**src/rtl/gclru_pkg.sv**
```systemverilog
// ----------------------------------------------------------------------------
// gclru_pkg
// Shared types and constants for the glyph cache tag store with LRU allocation.
// ----------------------------------------------------------------------------
package gclru_pkg;

  localparam int ENTRIES_DEF     = 512;
  localparam int STAMP_WIDTH_DEF = 32;
  localparam int SLOT_W          = 9;
  localparam int QUEUE_DEPTH     = 2;

  typedef struct packed {
    logic        [15:0] glyph_index;
    logic        [9:0]  pixel_size;
    logic        [7:0]  style_bits;
    logic signed [31:0] angle;
  } req_t;

  localparam int KEY_W = $bits(req_t);

  typedef struct packed {
    logic              hit;
    logic [SLOT_W-1:0] slot;
    logic              evicted;
  } rsp_t;

  // head of the request queue as seen by the back end
  typedef struct packed {
    logic valid;
    req_t key;
  } req_head_t;

  typedef enum logic [1:0] {
    ST_IDLE,
    ST_SCAN,
    ST_WRITE
  } state_t;

endpackage

```
**src/rtl/gclru_front.sv**
```systemverilog
// ----------------------------------------------------------------------------
// gclru_front
// Request intake: takes lookup transactions into a short queue that feeds the
// scan engine, so the input side keeps moving while a lookup is in progress.
// ----------------------------------------------------------------------------
module gclru_front (
  input  logic                  clk,
  input  logic                  rst,
  input  logic                  req_valid,
  output logic                  req_stall,
  input  gclru_pkg::req_t       req,
  output gclru_pkg::req_head_t  head,
  input  logic                  pop
);

  localparam int PW = (gclru_pkg::QUEUE_DEPTH > 1) ? $clog2(gclru_pkg::QUEUE_DEPTH) : 1;
  localparam int CW = $clog2(gclru_pkg::QUEUE_DEPTH + 1);

  gclru_pkg::req_t qmem [gclru_pkg::QUEUE_DEPTH];
  logic [PW-1:0]   wr_ptr;
  logic [PW-1:0]   rd_ptr;
  logic [CW-1:0]   count;
  logic            push;

  assign req_stall  = (count == CW'(gclru_pkg::QUEUE_DEPTH));
  assign push       = req_valid && !req_stall;
  assign head.valid = (count != '0);
  assign head.key   = qmem[rd_ptr];

  always_ff @(posedge clk) begin
    if (push) begin
      qmem[wr_ptr] <= req;
    end
  end

  always_ff @(posedge clk) begin
    if (rst) begin
      wr_ptr <= '0;
      rd_ptr <= '0;
      count  <= '0;
    end else begin
      if (push) begin
        wr_ptr <= (wr_ptr == PW'(gclru_pkg::QUEUE_DEPTH - 1)) ? '0 : wr_ptr + PW'(1);
      end
      if (pop) begin
        rd_ptr <= (rd_ptr == PW'(gclru_pkg::QUEUE_DEPTH - 1)) ? '0 : rd_ptr + PW'(1);
      end
      case ({push, pop})
        2'b10:   count <= count + CW'(1);
        2'b01:   count <= count - CW'(1);
        default: count <= count;
      endcase
    end
  end

endmodule

```
**config.mk**
```make
export PLATFORM = sky130hd
export DESIGN_NAME = gclru_front
export DESIGN_NICKNAME = d
export VERILOG_FILES = /design/src/rtl/gclru_pkg.sv /design/src/rtl/gclru_front.sv
export SDC_FILE = /design/constraint.sdc
export NUM_CORES = 1
export LEC_CHECK = 0
export BUFFER_PORTS_ARGS = -buffer_cell sky130_fd_sc_hd__buf_4
export CORE_UTILIZATION = 52
export CTS_CLUSTER_DIAMETER = 80
export DETAILED_ROUTE_END_ITERATION = 8
export PLACE_DENSITY = 0.88
export SLEW_MARGIN = 30
export SYNTH_ARGS = -nofsm -noshare
export SYNTH_HDL_FRONTEND = slang
export SYNTH_SLANG_ARGS = --single-unit
```
**constraint.sdc**
```tcl
create_clock -name clk -period 4.2 [get_ports clk]
set_input_delay 1.26 -clock clk [delete_from_list [all_inputs] [get_ports clk]]
set_output_delay 1.26 -clock clk [all_outputs]
set_load 0.05 [all_outputs]
```
==> flow_summary.toml, run 1 <==
[detailed_routing]
routedWlPerCell_um = 16.7
ant_nets = 0
drt-initial-drc-count = 67
dr.pass1.iters = 4
top_layer = "met4"
wl_um = 8750
dr_total_vias = 2598
wl_met2_um = 4600
wl_met1_um = 3460
routed-wl-met3_um = 574
viasPerCell = 4.96
drc = 0

[place]
io_buffers = 137
dp_cells = 492
routabilityCongestion = 0.713
post-place-ws_ns = 1.26
placed_area_um2 = 6180
dp_hpwl_um = 5640

[cts]
clk_latency_ns = 0.51
cts_buffer_depth = 2
h-tree-depth = 4
postCtsHoldBufs = 0
clk_pin_slew_ns = 0.06
cts_tree = "built"
cts.sinks = 137
post_cts_buffers = 0
cts_resized = 0
cts-buffers-inserted = 17
clockRootBuffer = "clkbuf_8"

[finish]
fin_cells = 524
antennaDiodeCount = 0
postLayoutCoreUtil_pct = 73.0
layout_commonest_cell = "buf_4"
finalInstanceArea_um2 = 6750
finalNetCount = 453
syn_to_final_growth_pct = 35.7
most-common-layout-cells = "buf_4 (137), edfxtp_1 (132), mux2_2 (66), clkbuf_16 (16), clkinvlp_4 (5)"
drive_gt1_share_pct = 61.0

[timing]
setup-tns-final_ns = 0
worst_slew_pin_slew_ns = 0.755
rsz0062_at_grt = "false"
relSlewSlack_pct = 49.7
period_minus_slack_ns = 3.23
fmax_mhz = 310
final.setup.worst_slack_ns = 0.974
finClkSkew_ns = 0.00717
drv_slew = 0
period_share_pct = 76.8
hold_slack_ns = 0.500
final_hold_viol_count = 0
finalSetupViolCount = 0

[grt]
grt_util_all_layers_pct = 18.5
grt_max_degree = 57
grt_overflow = 0
grt_pass1_vias = 2784
grt_pass1_wl_um = 13300
grt_antenna_before_repair = 0

[worst_setup_path]
cp-start-kind = "flop"
critPathMaxFanout = 56
cp_slowest_cell = "dfxtp_2"
cp_cell_sequence = "buf_12, mux2_2, buf_4"
cpPeakStageDelay_ns = 0.50
critPathArrivalTime_ns = 1.97
r2r_slack_ns = 2.09
cp-end-kind = "primary output"
crit_type = "flop to primary output"
crit_required_ns = 2.94

[synthesis]
async_reset_ff_share_pct = 0
syn_nets = 301
synth_edf_count = 132
syn_area_um2 = 4970
yosysTopAreaCellShare_pct = 79.7
syn_inst = 230
syn-mean-instance-area_um2 = 21.6
synthFlopType = "edfxtp_1"
synth.distinct_cells = 18
ys_seq_elements = 137
yosysWarnings = 0
yosysSeqAreaShare_pct = 81.8
synth_area_leader_cell = "edfxtp_1"
synth.top_cells.by_area = "edfxtp_1 (80%), mux2_2 (15%), dfxtp_1 (2.0%)"

[outcome]
status = "finished, final reports clean"

[pwr]
cellLeakagePower_nw = 2.53
ir_worst_vdd_uv = 398
powerDensity_nw_per_um2 = 571
p_total_mw = 3.85

[floorplan]
num_rows = 35
die_h_um = 99.8
ios = 138
die-area_um2 = 9960
die_w_um = 99.8
core_um2 = 9240
start_util_pct = 53.8

[hold_path]
hold_path_class = "flop to flop"

[run]
cap_violations = 0
[cells by family (layout without fill, tap and decap cells)]
family	after synthesis	in the layout	share of synthesized area (%)
adder cells (fa/ha/maj)	1	1	0.252
buffers and inverters	10	175	1.13
multiplexers	66	66	15.0
AO/OA/AOI/OAI	4	4	0.403
flip-flops	137	137	81.8
AND/OR/NAND/NOR	9	9	0.982
XOR/XNOR	3	3	0.529
[final timing paths]
path | cells past startpoint | startpoint | endpoint
max | 3 | flop | head[1]
min reg2reg | 2 | wr_ptr | wr_ptr
max reg2reg | 5 | count[0] | qmem[0][51]
min | 2 | wr_ptr | wr_ptr
[synth_stat cells (all sizes together) (2+ instances only)]
master and instances:
inv 3, xnor2 2, buf 7, o21ai 2
edfxtp 132, or3 2, mux2 66, a21oi 2
dfxtp 5, nor2 3
[report_power, final]
part	internal, mW	switching (mW)	total [mW]	leakage [nW]
Combinational	0.266	0.514	0.780	0.995
Clock	0.849	0.547	1.40	0.260
Sequential	1.64	0.0345	1.68	1.28
[final cells by class]
| cell class | instances | area, um2 |
|---|---|---|
| Sequential cell | 137 | 4070 |
| Inverter | 3 | 11.3 |
| Clock inverter | 13 | 145 |
| Clock buffer | 19 | 422 |
| Fill cell | 555 | 2490 |
| Timing Repair Buffer | 140 | 1090 |
| Multi-Input combinational cell | 83 | 852 |
| Tap cell | 129 | 161 |
[routing by layer]
layer | vias to the layer above | track usage, %
met1 | 1267 | 21.2
met4 | 0 | 7.24
met2 | 99 | 31.7
met5 | - | 0
li1 | 1216 | -
met3 | 16 | 6.55
[flip-flops by register name (all words and copies together) (netlist names), named ones only]
register  cells
qmem        132
count         2
rd_ptr        1
wr_ptr        1
[worst max-delay path, delay by kind of cell, from the launching register on]
kind / cells / cell delay [ns]
muxes: 1 / 0.39
buffers and inverters: 2 / 0.50
DFF: 1 / 0.50
(Power assumes the default switching activity.)
==> run 2, diff against run 1 <==
Settings changed: ABC_AREA from default to 1, CORE_UTILIZATION 52 to 47, PLACE_DENSITY 0.88 to 0.84.
Clock period 4.2 ns to 2.9 ns, I/O delays scaled along.
==> flow_summary.toml, run 2 <==
[outcome]
status = "finished, final reports clean"

[timing]
final.setup.worst_slack_ns = 0.126
final_hold_viol_count = 0
period_minus_slack_ns = 2.77
finClkSkew_ns = 0.00895
drv_slew = 0
setup-tns-final_ns = 0
period_share_pct = 95.7
fmax_mhz = 361
finalSetupViolCount = 0
worst_slew_pin_slew_ns = 0.519
rsz0062_at_grt = "false"
relSlewSlack_pct = 65.4

[detailed_routing]
drt-initial-drc-count = 92
ant_nets = 0
wl_um = 8960
dr.pass1.iters = 4
dr_total_vias = 2661
viasPerCell = 4.86
drc = 0
routedWlPerCell_um = 16.4

[cts]
cts_buffer_depth = 2
clockRootBuffer = "clkbuf_8"
clk_pin_slew_ns = 0.06
cts_resized = 0
cts.sinks = 137
post_cts_buffers = 0
cts_tree = "built"
clk_latency_ns = 0.50
h-tree-depth = 4
cts-buffers-inserted = 17
postCtsHoldBufs = 0

[place]
io_buffers = 137
placed_area_um2 = 6390
routabilityCongestion = 0.713
dp_cells = 515
post-place-ws_ns = 0.632
dp_hpwl_um = 6110

[finish]
syn_to_final_growth_pct = 35.6
filler_cell_count = 691
layout_commonest_cell = "buf_4"
finalInstanceArea_um2 = 6990
top_register = "qmem"
antennaDiodeCount = 0
multi_input_area_um2 = 1010
regArea_um2 = 4070
drive_gt1_share_pct = 59.9
top_regs = "qmem: 132 flops, count: 2 flops"
finalNetCount = 469
largest_reg_flops = 132
most-common-layout-cells = "buf_4 (143), edfxtp_1 (132), mux2_4 (40), mux2_2 (26), clkbuf_16 (16)"
fin_cells = 547

[hold_path]
hp-start = "count[1]"
holdPathStages = 2
min_to = "count[1]"
hold_path_class = "flop to flop"

[synthesis]
syn_area_um2 = 5160
syn-mean-instance-area_um2 = 21.4
async_reset_ff_share_pct = 0
synth.top_cells.by_area = "edfxtp_1 (77%), mux2_4 (12%), mux2_2 (5.7%)"
syn_nets = 312
synth.top_cells.by_count = "edfxtp_1 (132), mux2_4 (40), mux2_2 (26)"
synth_area_leader_cell = "edfxtp_1"
synthMostInstantiatedCell = "edfxtp_1"
yosysSeqAreaShare_pct = 78.8
syn_inst = 241
synth.distinct_cells = 14
synthFlopType = "edfxtp_1"
yosysWarnings = 0
synth_edf_count = 132
yosysTopAreaCellShare_pct = 76.8
ys_seq_elements = 137

[floorplan]
die-area_um2 = 11400
die_w_um = 107
ios = 138
core_um2 = 10500
die_h_um = 107
start_util_pct = 49.3
num_rows = 37

[worst_setup_path]
cp_cell_sequence = "buf_4, mux2_2, buf_4"
r2r_slack_ns = 1.21
cp_slowest_cell = "dfxtp_4"
path_buf_inv = 2
critPathArrivalTime_ns = 1.90
rr_endpoint = "qmem[0][9]"
cp-start-kind = "flop"
crit_type = "flop to primary output"
cp-end-kind = "primary output"
crit_family = "flip-flops"
r2r_cells = 5
critPathMaxFanout = 22
timing.critical_path.mode_cell = "buf_4"
cpPeakStageDelay_ns = 0.58
r2r_start = "count[0]"
crit_required_ns = 2.03

[grt]
grt_antenna_before_repair = 0
grt_util_all_layers_pct = 16.2
grt_pass1_wl_um = 13500
grt_pass1_vias = 2679
grt_overflow = 0
grt_max_degree = 40

[pwr]
cellLeakagePower_nw = 2.77
powerDensity_nw_per_um2 = 802
ir_worst_vdd_uv = 367

[run]
cap_violations = 0
==> run 2: how the worst max path moves through the flow <==
stage	startpoint	end	cells after the start
2_1_floorplan	req_valid	qmem[1][0]	4
3_3_place_gp	flop	head[64]	3
3_5_place_dp	flop	head[4]	3
4_1_cts	flop	head[4]	3
5_1_grt	flop	head[4]	3
6_report	flop	head[4]	3
==> run 2: final cells by class <==
class | count | share of cell area, %
clock buffers | 17 | 5.92
flip-flops and latches | 137 | 58.2
inverters | 8 | 0.429
multi-input cells | 89 | 14.4
repair buffers | 145 | 15.9
well taps | 136 | 2.43
clock inverters | 15 | 2.74
==> run 2: layer usage <==
layer / GRT usage (%) / wire (um)
met5: 0 / 0
met4: 6.46 / 73
met3: 4.80 / 583
met2: 27.2 / 4600
met1: 19.7 / 3710
==> run 2: worst reg2reg max path: stages, from the launching register on <==
cell and delay, ns:
dfxtp_1 0.37, nor2_1 0.09, nor2_1 0.19, inv_1 0.12, nor2_4 0.09, buf_4 0.44
==> run 2: cells by family (layout without fill, tap and decap cells) <==
kind of cell | after synthesis | count (layout) | share of synthesized area, %
XOR/XNOR | 1 | 1 | 0.170
adder cells (fa/ha/maj) | 1 | 1 | 0.243
flip-flops | 137 | 137 | 78.8
AO/OA/AOI/OAI | 2 | 2 | 0.194
buffers and inverters | 15 | 185 | 1.87
multiplexers | 66 | 66 | 17.3
AND/OR/NAND/NOR | 19 | 19 | 1.43
==> run 2: through the flow <==
| step | hold slack (ns) | util [%] | power, mW |
|---|---|---|---|
| floorplan | 0.476 | - | 3.17 |
| global placement | 0.490 | 61.1 | 3.48 |
| detailed placement | 0.518 | 61.1 | 3.51 |
| CTS | 0.510 | 66.8 | 5.67 |
| global route | 0.510 | 66.8 | 5.79 |
| finish | 0.512 | 66.8 | 5.61 |
==> run 2: where the power goes <==
part           switching, mW  total, mW  internal (mW)
sequential            0.0534       2.40           2.35
clock                  0.822       2.15           1.33
combinational          0.667       1.06          0.392
==> run 3, diff against run 2 <==
Settings changed: PLACE_DENSITY 0.84 to 0.83, SLEW_MARGIN 30 to 20.
==> flow_summary.toml, run 3 (same netlist as run 2, synthesis figures left out) <==
[outcome]
status = "finished, final reports clean"

[worst_setup_path]
critPathArrivalTime_ns = 1.83
critPathMaxFanout = 35
cp-start-kind = "flop"
crit_required_ns = 2.03
r2r_slack_ns = 1.28
r2r_cells = 5
crit_type = "flop to primary output"
rr_endpoint = "qmem[0][65]"
r2r_start = "count[0]"
crit_end = "head[52]"
cp-end-kind = "primary output"

[detailed_routing]
dr.pass1.iters = 4
wl_met2_um = 4500
routedWlPerCell_um = 16.6
top_layer = "met4"
drc = 0
wl_met1_um = 3740
ant_nets = 0
viasPerCell = 4.84
routed-wl-met3_um = 674
wl_um = 9000
drt-initial-drc-count = 118
dr_total_vias = 2622

[cts]
post_cts_buffers = 0
cts_tree = "built"
clk_latency_ns = 0.50
cts_resized = 0
h-tree-depth = 4
cts-buffers-inserted = 17
postCtsHoldBufs = 0
clk_pin_slew_ns = 0.06
cts_buffer_depth = 2
clockRootBuffer = "clkbuf_8"
cts.sinks = 137

[finish]
finalNetCount = 465
finalInstanceArea_um2 = 6890
drive_gt1_share_pct = 58.1
top_regs = "qmem: 132 flops, count: 2 flops"
most-common-layout-cells = "buf_4 (137), edfxtp_1 (132), mux2_4 (40), mux2_2 (26), clkbuf_16 (16)"
largest_reg_flops = 132
layout_commonest_cell = "buf_4"
top_register = "qmem"
fin_cells = 542
postLayoutCoreUtil_pct = 65.9
antennaDiodeCount = 0
syn_to_final_growth_pct = 33.6

[place]
placed_area_um2 = 6380
post-place-ws_ns = 0.725
routabilityCongestion = 0.728
dp_hpwl_um = 5900
io_buffers = 137
dp_cells = 511

[timing]
worst_slew_pin_slew_ns = 0.393
final_hold_viol_count = 0
finalSetupViolCount = 0
finClkSkew_ns = 0.00826
period_share_pct = 93.1
final.setup.worst_slack_ns = 0.200
drv_slew = 0
setup-tns-final_ns = 0
fmax_mhz = 370
hold_slack_ns = 0.517
rsz0062_at_grt = "false"
relSlewSlack_pct = 73.8
period_minus_slack_ns = 2.70

[pwr]
cellLeakagePower_nw = 2.71
p_total_mw = 5.30
ir_worst_vdd_uv = 546
powerDensity_nw_per_um2 = 769

[grt]
grt_antenna_before_repair = 0
grt_pass1_wl_um = 13600
grt_util_all_layers_pct = 16.4
grt_max_degree = 67
grt_pass1_vias = 2690
grt_overflow = 0

[floorplan]
core_um2 = 10500
die-area_um2 = 11400
die_h_um = 107
start_util_pct = 49.3
die_w_um = 107
num_rows = 37
ios = 138

[hold_path]
hold_path_class = "flop to flop"

[run]
cap_violations = 0
run 3: cell count changes in the layout (fill, tap and decap cells not counted):
cell / delta
buf_12: +2
buf_4: -6
bufinv_16: -2
clkbuf_1: +4
clkinv_1: +1
clkinv_2: +4
clkinv_4: -4
inv_6: -2
inv_8: -2
run 3: metal layers:
metal  vias to the layer above  global-route usage [%]
li1                       1234                       -
met1                      1283                    20.4
met5                         -                       0
met4                         0                    6.46
met2                        97                    26.1
met3                         8                    6.32
run 3: cell type report:
type / count / area (um2)
inverter: 8 / 30.0
tap: 136 / 170
clock inverter: 10 / 80.1
timing repair buffer: 141 / 1110
sequential: 137 / 4070
fill: 716 / 3570
multi-input combinational: 89 / 1010
clock buffer: 21 / 429
run 3: critical path, cell delays in order (launching register included):
cell     delay, ns
dfxtp_4       0.44
buf_12        0.27
mux2_2        0.38
buf_4         0.19
run 3: worst min-delay path by stage:
stage               slack [ns]         end  depth (start not counted)      from
CTS                       0.52      rd_ptr                          2       rst
global placement          0.49    count[1]                          2  count[1]
floorplan                 0.48    count[1]                          2  count[1]
detailed placement        0.52    count[1]                          2  count[1]
finish                    0.52    count[1]                          2  count[1]
global route              0.51  qmem[1][5]                          1    req[5]
run 3: power by group:
part / total (mW) / switching, mW / internal (mW)
Sequential: 2.39 / 0.0440 / 2.35
Clock: 1.84 / 0.721 / 1.12
Combinational: 1.07 / 0.676 / 0.394
Total: 5.30 / 1.44 / 3.86
